**config.mk**
```make
export PLATFORM = sky130hd
export DESIGN_NAME = websocket_frame_deframer_top
export DESIGN_NICKNAME = d
export VERILOG_FILES = /design/src/hdl/wsdf_pkg.sv /design/src/hdl/wsdf_parser.sv /design/src/hdl/websocket_frame_deframer_top.sv
export SDC_FILE = /design/constraint.sdc
export NUM_CORES = 1
export LEC_CHECK = 0
export ABC_AREA = 0
export BUFFER_PORTS_ARGS = -buffer_cell sky130_fd_sc_hd__buf_2
export CELL_PAD_IN_SITES_DETAIL_PLACEMENT = 1
export CELL_PAD_IN_SITES_GLOBAL_PLACEMENT = 1
export CORE_ASPECT_RATIO = 1.75
export CORE_MARGIN = 2
export CORE_UTILIZATION = 25
export CTS_CLUSTER_SIZE = 14
export DETAILED_ROUTE_END_ITERATION = 6
export PLACE_DENSITY = 0.57
export SKIP_CTS_REPAIR_TIMING = 1
export SLEW_MARGIN = 0
export SYNTH_ARGS = -nofsm -noshare
export SYNTH_HDL_FRONTEND = slang
export SYNTH_SLANG_ARGS = --single-unit
```
**constraint.sdc**
```tcl
create_clock -name clk_i -period 5 [get_ports clk_i]
set_input_delay 1 -clock clk_i [delete_from_list [all_inputs] [get_ports clk_i]]
set_output_delay 1 -clock clk_i [all_outputs]
set_load 0.02 [all_outputs]
```
**src/hdl/wsdf_pkg.sv**
```systemverilog
// ----------------------------------------------------------------------------
// WebSocket frame deframer package
// Shared constants and the result record passed from the parser to the
// output register of the top level.
// ----------------------------------------------------------------------------
package wsdf_pkg;

  // Opcode that ends the connection once its message completes.
  localparam logic [3:0] OpClose = 4'h8;

  // Seven-bit length codes that announce an extended length field.
  localparam logic [6:0] LenCode16 = 7'd126;
  localparam logic [6:0] LenCode64 = 7'd127;

  // One result item as produced by the parser.
  typedef struct packed {
    logic [7:0] payload_byte;
    logic       has_byte;
    logic [3:0] msg_opcode;
    logic       frame_last;
    logic       message_last;
    logic       close_seen;
  } wsdf_result_t;

endpackage

```
**src/hdl/wsdf_parser.sv**
```systemverilog
// ----------------------------------------------------------------------------
// WebSocket frame parser
// Holds the header, length, mask and message state and turns one received
// byte per step into at most one result item.
// ----------------------------------------------------------------------------
module wsdf_parser (
  input  logic                  clk_i,
  input  logic                  rst_ni,
  input  logic                  step_i,
  input  logic [7:0]            byte_i,
  output logic                  res_valid_o,
  output wsdf_pkg::wsdf_result_t res_o
);

  // Parse phase codes.
  localparam logic [2:0] PhHdr0 = 3'd0;
  localparam logic [2:0] PhHdr1 = 3'd1;
  localparam logic [2:0] PhExt  = 3'd2;
  localparam logic [2:0] PhKey  = 3'd3;
  localparam logic [2:0] PhData = 3'd4;

  logic [2:0]  phase_q, phase_d;
  logic        fin_q, fin_d;
  logic [3:0]  frame_op_q, frame_op_d;
  logic        masked_q, masked_d;
  logic [63:0] remaining_q, remaining_d;
  logic [2:0]  ext_cnt_q, ext_cnt_d;
  logic [31:0] key_word_q, key_word_d;
  logic [1:0]  mask_idx_q, mask_idx_d;
  logic [3:0]  remembered_op_q, remembered_op_d;
  logic        frag_pending_q, frag_pending_d;
  logic        closed_q, closed_d;

  logic        emit_valid;
  logic        emit_has;
  logic [7:0]  emit_byte;
  logic        emit_last;
  logic [3:0]  eff_op;
  logic        msg_last;
  logic        close_hit;
  logic [63:0] ext_len;
  logic [7:0]  key_byte;
  logic [1:0]  key_idx_next;

  // The opcode in effect comes from the remembered opcode inside a fragmented
  // message, and from the frame itself otherwise.
  assign eff_op = (!fin_q || frag_pending_q) ? remembered_op_q : frame_op_q;

  assign ext_len      = {remaining_q[55:0], byte_i};
  assign key_idx_next = mask_idx_q + 2'd1;

  // Select the key byte for the current payload position, first byte on top.
  always_comb begin
    unique case (mask_idx_q)
      2'd0:    key_byte = key_word_q[31:24];
      2'd1:    key_byte = key_word_q[23:16];
      2'd2:    key_byte = key_word_q[15:8];
      default: key_byte = key_word_q[7:0];
    endcase
  end

  // Next state and result for one byte.
  always_comb begin
    phase_d         = phase_q;
    fin_d           = fin_q;
    frame_op_d      = frame_op_q;
    masked_d        = masked_q;
    remaining_d     = remaining_q;
    ext_cnt_d       = ext_cnt_q;
    key_word_d      = key_word_q;
    mask_idx_d      = mask_idx_q;
    remembered_op_d = remembered_op_q;
    frag_pending_d  = frag_pending_q;
    closed_d        = closed_q;
    emit_valid      = 1'b0;
    emit_has        = 1'b0;
    emit_byte       = 8'd0;
    emit_last       = 1'b0;

    if (step_i && !closed_q) begin
      unique case (phase_q)
        PhHdr1: begin
          masked_d    = byte_i[7];
          remaining_d = 64'd0;
          if (byte_i[6:0] == wsdf_pkg::LenCode16) begin
            ext_cnt_d = 3'd1;
            phase_d   = PhExt;
          end else if (byte_i[6:0] == wsdf_pkg::LenCode64) begin
            ext_cnt_d = 3'd7;
            phase_d   = PhExt;
          end else begin
            remaining_d = {57'd0, byte_i[6:0]};
            mask_idx_d  = 2'd0;
            if (byte_i[7]) begin
              phase_d = PhKey;
            end else if (byte_i[6:0] == 7'd0) begin
              emit_valid = 1'b1;
              emit_last  = 1'b1;
            end else begin
              phase_d = PhData;
            end
          end
        end
        PhExt: begin
          remaining_d = ext_len;
          if (ext_cnt_q == 3'd0) begin
            mask_idx_d = 2'd0;
            if (masked_q) begin
              phase_d = PhKey;
            end else if (ext_len == 64'd0) begin
              emit_valid = 1'b1;
              emit_last  = 1'b1;
            end else begin
              phase_d = PhData;
            end
          end else begin
            ext_cnt_d = ext_cnt_q - 3'd1;
          end
        end
        PhKey: begin
          key_word_d = {key_word_q[23:0], byte_i};
          mask_idx_d = key_idx_next;
          if (key_idx_next == 2'd0) begin
            if (remaining_q == 64'd0) begin
              emit_valid = 1'b1;
              emit_last  = 1'b1;
            end else begin
              phase_d = PhData;
            end
          end
        end
        PhData: begin
          mask_idx_d  = key_idx_next;
          remaining_d = remaining_q - 64'd1;
          emit_valid  = 1'b1;
          emit_has    = 1'b1;
          emit_byte   = masked_q ? (byte_i ^ key_byte) : byte_i;
          emit_last   = (remaining_q == 64'd1);
        end
        default: begin
          // First header byte; unused phase codes land here as well.
          fin_d      = byte_i[7];
          frame_op_d = byte_i[3:0];
          if (!byte_i[7] && (byte_i[3:0] != 4'd0)) begin
            remembered_op_d = byte_i[3:0];
          end
          ext_cnt_d  = 3'd0;
          mask_idx_d = 2'd0;
          phase_d    = PhHdr1;
        end
      endcase

      // Message bookkeeping on every emitted result.
      if (emit_valid) begin
        if (emit_has && !fin_q) begin
          frag_pending_d = 1'b1;
        end
        if (emit_last && fin_q) begin
          frag_pending_d = 1'b0;
        end
        if (emit_last && fin_q && (eff_op == wsdf_pkg::OpClose)) begin
          closed_d = 1'b1;
        end
        if (emit_last) begin
          phase_d = PhHdr0;
        end
      end
    end
  end

  assign msg_last  = emit_last && fin_q;
  assign close_hit = msg_last && (eff_op == wsdf_pkg::OpClose);

  // Result record.
  assign res_valid_o         = emit_valid;
  assign res_o.payload_byte  = emit_byte;
  assign res_o.has_byte      = emit_has;
  assign res_o.msg_opcode    = eff_op;
  assign res_o.frame_last    = emit_last;
  assign res_o.message_last  = msg_last;
  assign res_o.close_seen    = close_hit;

  // State registers.
  always_ff @(posedge clk_i or negedge rst_ni) begin
    if (!rst_ni) begin
      phase_q         <= PhHdr0;
      fin_q           <= 1'b0;
      frame_op_q      <= 4'd0;
      masked_q        <= 1'b0;
      remaining_q     <= 64'd0;
      ext_cnt_q       <= 3'd0;
      key_word_q      <= 32'd0;
      mask_idx_q      <= 2'd0;
      remembered_op_q <= 4'd0;
      frag_pending_q  <= 1'b0;
      closed_q        <= 1'b0;
    end else begin
      phase_q         <= phase_d;
      fin_q           <= fin_d;
      frame_op_q      <= frame_op_d;
      masked_q        <= masked_d;
      remaining_q     <= remaining_d;
      ext_cnt_q       <= ext_cnt_d;
      key_word_q      <= key_word_d;
      mask_idx_q      <= mask_idx_d;
      remembered_op_q <= remembered_op_d;
      frag_pending_q  <= frag_pending_d;
      closed_q        <= closed_d;
    end
  end

endmodule

```
**src/hdl/websocket_frame_deframer_top.sv**
```systemverilog
// ----------------------------------------------------------------------------
// WebSocket frame deframer, top level
// Accepts a byte per cycle unless the output stalls; streams unmasked payload.
// ----------------------------------------------------------------------------
// The block accepts one byte item per clock cycle while the result register can
// move on, and gives at most one result item per byte: a payload byte, or a
// marker for an empty frame. A byte is held in the input register and parsed
// into the result register, from which its result is presented; header, length
// and key bytes give no result. The per-byte path is set by the 64-bit length
// counter, which is decremented and compared once per payload byte. After a
// close message ends, bytes are still accepted but give no result until reset.
module websocket_frame_deframer_top (
  input  logic       clk_i,
  input  logic       rst_ni,
  input  logic       in_valid_i,
  output logic       in_ready_o,
  input  logic [7:0] data_byte_i,
  output logic       out_valid_o,
  input  logic       out_ready_i,
  output logic [7:0] payload_byte_o,
  output logic       has_byte_o,
  output logic [3:0] msg_opcode_o,
  output logic       frame_last_o,
  output logic       message_last_o,
  output logic       close_seen_o
);

  logic                   in_valid_q;
  logic [7:0]             in_byte_q;
  logic                   out_valid_q;
  wsdf_pkg::wsdf_result_t out_q;
  logic                   advance;
  logic                   res_valid;
  wsdf_pkg::wsdf_result_t res;

  // The held item moves on when the result register is free or being emptied.
  assign advance    = in_valid_q && (!out_valid_q || out_ready_i);
  assign in_ready_o = !in_valid_q || advance;

  // Input register.
  always_ff @(posedge clk_i or negedge rst_ni) begin
    if (!rst_ni) begin
      in_valid_q <= 1'b0;
    end else if (in_ready_o) begin
      in_valid_q <= in_valid_i;
    end
  end

  always_ff @(posedge clk_i) begin
    if (in_ready_o && in_valid_i) begin
      in_byte_q <= data_byte_i;
    end
  end

  wsdf_parser u_parser (
    .clk_i       (clk_i),
    .rst_ni      (rst_ni),
    .step_i      (advance),
    .byte_i      (in_byte_q),
    .res_valid_o (res_valid),
    .res_o       (res)
  );

  // Result register.
  always_ff @(posedge clk_i or negedge rst_ni) begin
    if (!rst_ni) begin
      out_valid_q <= 1'b0;
    end else if (advance) begin
      out_valid_q <= res_valid;
    end else if (out_ready_i) begin
      out_valid_q <= 1'b0;
    end
  end

  always_ff @(posedge clk_i) begin
    if (advance && res_valid) begin
      out_q <= res;
    end
  end

  assign out_valid_o    = out_valid_q;
  assign payload_byte_o = out_q.payload_byte;
  assign has_byte_o     = out_q.has_byte;
  assign msg_opcode_o   = out_q.msg_opcode;
  assign frame_last_o   = out_q.frame_last;
  assign message_last_o = out_q.message_last;
  assign close_seen_o   = out_q.close_seen;

endmodule

```
Yosys cells after proc, flatten, opt, wreduce, memory -nomap -nowiden
Cells that the tools add are included.
{"block": "classes", "multipliers": 0, "shift": 0, "div": 0, "bitwise_logic": 3, "n_lt_le_gt_ge": 0, "addsub": 3, "reduce_logical": 40, "n_eq_ne": 15, "muxes": 47}
{"cell": "$pmux 64 s3", "n": 1}
{"cell": "$logic_not 64->1", "n": 2}
{"cell": "$eq 64x1->1 const B", "n": 1}
{"cell": "$mux 64", "n": 1}
{"cell": "$sub 64x1->64 const B", "n": 1}
{"cell": "$mux 3", "n": 14}
{"cell": "$pmux 8 s3", "n": 1}
{"cell": "$mux 1", "n": 19}
{"cell": "$eq 7x7->1 const B", "n": 2}
{"cell": "$pmux 3 s4", "n": 1}
{"cell": "$logic_and 1x1->1", "n": 10}
{"cell": "$reduce_and 2->1", "n": 5}
{"cell": "$pmux 3 s3", "n": 1}
{"cell": "$reduce_and 3->1", "n": 3}
{"cell": "$mux 8", "n": 1}
{"cell": "$pmux 1 s4", "n": 2}
{"cell": "$reduce_and 4->1", "n": 2}
{"cell": "$xor 8x8->8", "n": 1}
{"cell": "$logic_not 7->1", "n": 1}
{"cell": "$mux 7", "n": 1}
{"cell": "$eq 3x2->1 const B", "n": 2}
{"cell": "$mux 2", "n": 3}
{"cell": "$ne 2x2->1 const B", "n": 3}
{"cell": "$pmux 2 s3", "n": 1}
{"cell": "other kinds (20)", "n": 29}
{"block": "totals", "rom_bits": 0, "latch_bits": 0, "mem_bits_rw": 0, "in_bits": 12, "memories": 0, "elab_cells": 128, "register_bits": 142}

Longest topological paths before layout
{"block": "logic_depth", "ltp_word": 10, "ltp_mapped": 9, "depth_no_buf": 8}

By module
A second synthesis with hierarchy kept.
{"block": "hier_totals", "cells_unflattened": 843, "hier_area_um2": 7991.4}
{"module": "wsdf_parser", "n_inst": 1, "area_each_um2": 7161.9, "cells_each": 809}
{"module": "websocket_frame_deframer_top", "n_inst": 1, "area_each_um2": 829.5, "cells_each": 34}

Worst setup path before layout
OpenSTA, ideal clock, no wires.
{"block": "synth_path", "kind": "reg-to-reg", "from": "reg u_parser.remaining_q[46]", "to": "reg out_q, in the netlist close_seen_o (enable)", "setup_ps": 388, "t_arrival_ps": 2876, "path_slack_ps": 1735, "period_less_slack_ps": 3265, "stages_incl_launch_ff": 8, "cell_sequence": "dfrtp_1 > clkbuf_1 > or4_1 > nor2_1 > nand3_1 > or4_1 > o211a_1 > nor2_1"}
{"block": "synth_via", "elab_chain_cells": 8, "word_cells_on_any_way": 11, "cone_classes": "mux: 8; reduce/logical: 3"}
{"element": "start: declaration", "line": "wsdf_parser.sv:26", "text": "logic [63:0] remaining_q, remaining_d;"}
{"element": "start signal: assignment", "line": "wsdf_parser.sv:202", "text": "remaining_q <= remaining_d;"}
{"element": "$logic_not 64->1", "line": "wsdf_parser.sv:110", "text": "end else if (ext_len == 64'd0) begin"}
{"element": "$mux 1", "line": "wsdf_parser.sv:110"}
{"element": "$mux 1", "line": "wsdf_parser.sv:108", "text": "if (masked_q) begin"}
{"element": "$mux 1", "line": "wsdf_parser.sv:106", "text": "if (ext_cnt_q == 3'd0) begin"}
{"element": "$pmux 1 s4 (*)", "line": "wsdf_parser.sv:81", "text": "unique case (phase_q)"}
{"element": "$mux 1 (*) (2 in series)", "line": "wsdf_parser.sv:80", "text": "if (step_i && !closed_q) begin"}
{"element": "$logic_and 1x1->1 (*)", "line": "websocket_frame_deframer_top.sv:76", "text": "if (advance && res_valid) begin"}
{"element": "end signal: assignment", "line": "websocket_frame_deframer_top.sv:77", "text": "out_q <= res;"}
{"element": "end: declaration", "line": "websocket_frame_deframer_top.sv:31", "text": "wsdf_pkg::wsdf_result_t out_q;"}
Mark *: on every way between the ends. The rest lies on a longest branch, timed or not. The select of a mux whose other input is x is not followed.
A chain may end at the register's enable or synchronous reset.

Worst setup path after layout
{"block": "layout_path", "from": "reg u_parser.remaining_q[22]", "to": "reg out_q, in the netlist close_seen_o (enable)"}
Same word-level chain as after synthesis.

==> flow_summary.yaml <==
die:
  die_h_um: 238
  fp.dieW_um: 138
  io_pins: 30
  placeableCoreArea_um2: 30800
  num_rows: 85
  fp.dieArea_um2: 32800
  start_util: 0.254
clocking:
  cts_buffers: 17
  cts_buffer_depth: 2
  insertion_delay_ps: 450
  clock_sinks: 142
  root_buffer: "clkbuf_16"
  cts_tree: "done"
  cts-htree-levels: 4
  clk_pin_slew_ps: 60
layout:
  fill_cells: 3516
  diodes: 0
  layout-drive-gt1-share: 0.162
  final_util: 0.293
  nets: 866
  syn_to_final_growth_pct: 15.6
yosys:
  mappedNetlistArea_um2: 7830
  synth_top_family_by_area: "simple AND/OR/NAND/NOR gates"
  synth-seq-cells: 142
  avgSynthCellArea_um2: 9.44
  synth-simple-area-share: 0.206
  synth_async_sr_flop_share: 0.831
  synthesis.nets: 851
  yosys.area.top_type: "dfrtp_1"
  synth_mux_area_frac: 0.0646
  synth-edff-count: 24
  synthTopCellsByArea: "dfrtp_1 (38%), edfxtp_1 (9.2%), mux2_2 (6.3%), o21ai_0 (5.9%), nand2_1 (4.2%)"
  yosys_warnings: 0
  yosysUniqueCellTypes: 66
  synth-xor-area-share: 0.0112
  ys.flop_type: "dfrtp_1"
  synth_cells: 829
  synth.top_cell.area_share: 0.377
  synthAdderAreaFrac: 0.0160
  synth_compound_area_frac: 0.202
  ys_seq_area_frac: 0.469
worst_setup_path:
  critical_path_class: "reg -> reg"
  path_cells: "nor4_1 > nand4_1 > or4_1 > o211a_1 > nor2_2"
  r2r_cells: 5
  worstPathRequired_ps: 5070
  arrival_ps: 3700
  critPathCaptureType: "flip-flop"
  cp_max_fo: 16
  start_kind: "flip-flop"
  slowest_stage: "nor2_2"
  max_stage_delay_ps: 730
detailed_routing:
  drcViolationCount: 0
  final_antenna_net_count: 0
  firstDrtPassIters: 7
  dr_total_vias: 6823
  routed_wl_um: 27700
  drt_iter0_markers: 276
  avgRoutedWirePerCell_um: 22.2
  via_per_inst: 5.47
pwr:
  irDropWorstVdd_mv: 0.237
  leakage_nw: 3.63
  power.density_nw_per_um2: 550
global_routing:
  track_usage: 0.179
  antenna_found_initial: 0
  grt_pass1_wl_um: 44000
  grt-ovfl-total: 0
  grt_pass1_vias: 7498
  grt_max_degree: 50
run:
  cap_violations: 0
sta:
  rsz0062_at_grt: "no"
  fmax_mhz: 275
  hold_violations: 0
  clock_skew_ps: 11.9
  setup_tns_ps: 0
  worst_slew_pin_slew_ps: 1080
  fin_crit_sh: 0.726
  drv_slew: 0
  period_needed_ps: 3630
  relSlewSlack: 0.271
  setup_viol_count_final: 0
hold_path:
  hp-class: "reg -> reg"
  hold_depth: 1
place:
  gp_congestion: 0.887
  port_buffers: 29
  hpwlAfterDp_um: 20400
status:
  status: "finished clean"
==> where the power goes <==
| group | switching [mW] | internal, mW | leakage [nW] | total [mW] |
|---|---|---|---|---|
| Clock | 0.555 | 0.805 | 0.290 | 1.36 |
| Sequential | 0.330 | 1.48 | 1.77 | 1.81 |
| Combinational | 1.18 | 0.629 | 1.57 | 1.81 |
| Total | 2.06 | 2.91 | 3.63 | 4.98 |
==> critical path: cells and delay by family, from the launching register on <==
kind            cells  cell delay (ps)
compound gates      1              270
flops               1              430
simple gates        4             2540
==> layout make-up <==
cell class	instances	area, um^2	area share
Clock inverter	14	181	0.0200
Inverter	16	60.1	0.00664
Multi-Input combinational cell	623	3950	0.436
Timing Repair Buffer	44	260	0.0288
Clock buffer	18	439	0.0485
Tap cell	391	489	0.0541
Sequential cell	142	3670	0.406
==> cell usage after synthesis, types with 3 or more instances <==
cell type	number
nand2_1	88
a32oi_1	10
or2_2	4
o22ai_1	4
o21ai_0	92
xor2_1	8
and2_1	6
a22o_1	4
a211oi_1	3
a22oi_1	19
nand2b_1	8
nor4_1	33
nor3b_1	6
nor3_1	29
inv_1	16
and3_1	4
clkbuf_1	45
nand4_1	5
a21oi_1	36
o311ai_0	6
ha_1	10
edfxtp_1	24
a31oi_1	7
o211ai_1	6
nor2b_1	4
o32a_1	3
or3_1	15
mux2_2	44
nand3_1	19
o311a_1	4
nor2_1	71
o31ai_1	3
dfrtp_1	118
a221o_1	8
a222oi_1	8
o2bb2ai_1	6
o22a_1	3
or4_1	12
==> metal layers <==
| metal | vias to the layer above | part of all wire | track usage |
|---|---|---|---|
| li1 | 3170 | - | - |
| met1 | 3442 | 0.37 | 0.184 |
| met2 | 148 | 0.56 | 0.334 |
| met3 | 63 | 0.023 | 0.0261 |
| met4 | 0 | 0.048 | 0.104 |
| met5 | - | 0 | 0 |
==> registers in the layout (all words and copies together), names as in the netlist <==
| name | flops |
|---|---|
| u_parser.ext_cnt_q | 3 |
| u_parser.remaining_q | 64 |
| u_parser.phase_q | 3 |
| u_parser.fin_q | 1 |
| u_parser.frag_pending_q | 1 |
| message_last_o | 1 |
| close_seen_o | 1 |
| u_parser.closed_q | 1 |
| u_parser.key_word_q | 32 |
| u_parser.remembered_op_q | 4 |
| payload_byte_o | 8 |
| out_valid_o | 1 |
| u_parser.mask_idx_q | 2 |
| frame_last_o | 1 |
| u_parser.frame_op_q | 4 |
| in_byte_q | 8 |
| u_parser.masked_q | 1 |
| msg_opcode_o | 4 |
| has_byte_o | 1 |
| in_valid_q | 1 |
==> path summary, 6_finish.rpt <==
check / slack (ps) / from / end
max in group asynchronous: 3400 / rst_ni / u_parser.frag_pending_q
min reg2reg: 470 / u_parser.closed_q / u_parser.closed_q
min in group asynchronous: 540 / rst_ni / u_parser.remaining_q[14]
min: 470 / u_parser.closed_q / u_parser.closed_q
max reg2reg: 1370 / u_parser.remaining_q[22] / close_seen_o
max: 1370 / u_parser.remaining_q[22] / close_seen_o
==> metrics by stage <==
step	total power [mW]	hold slack [ps]	instances	area (um^2)	setup slack, ps
global placement	3.61	454	1216	8430	1390
global route	5.30	508	1248	9050	1180
floorplan	2.97	440	829	7830	1740
CTS	5.03	471	1248	9050	1330
detailed placement	3.65	458	1216	8430	1350
finish	4.98	469	1248	9050	1370
==> kinds of logic after synthesis <==
kind of cell | Yosys count
multiplexers | 45
flip-flops | 142
AND/OR/NAND/NOR | 318
AO/OA/AOI/OAI | 240
buffers and inverters | 64
adder cells (fa/ha/maj) | 10
XOR/XNOR | 10
==> cells in the final DEF, fill, tap and decap left out, types with 5 or more instances in the layout <==
| cell | synthesis | routed |
|---|---|---|
| a221o_1 | 8 | 8 |
| nor3_1 | 29 | 29 |
| or3_1 | 15 | 15 |
| clkbuf_16 | 0 | 17 |
| a22oi_1 | 19 | 19 |
| buf_2 | 2 | 28 |
| o311ai_0 | 6 | 6 |
| a222oi_1 | 8 | 8 |
| a21oi_1 | 36 | 36 |
| a31oi_1 | 7 | 7 |
| o21ai_0 | 92 | 92 |
| and2_1 | 6 | 6 |
| nand2_1 | 88 | 88 |
| or4_1 | 12 | 12 |
| nand2b_1 | 8 | 8 |
| o2bb2ai_1 | 6 | 6 |
| nor2_1 | 71 | 69 |
| buf_4 | 0 | 16 |
| nand3_1 | 19 | 19 |
| nand4_1 | 5 | 5 |
| edfxtp_1 | 24 | 24 |
| xor2_1 | 8 | 8 |
| inv_1 | 16 | 16 |
| o211ai_1 | 6 | 6 |
| mux2_2 | 44 | 44 |
| dfrtp_1 | 118 | 118 |
| nor4_1 | 33 | 33 |
| a32oi_1 | 10 | 10 |
| ha_1 | 10 | 10 |
Power figures use the tool's default switching activity.
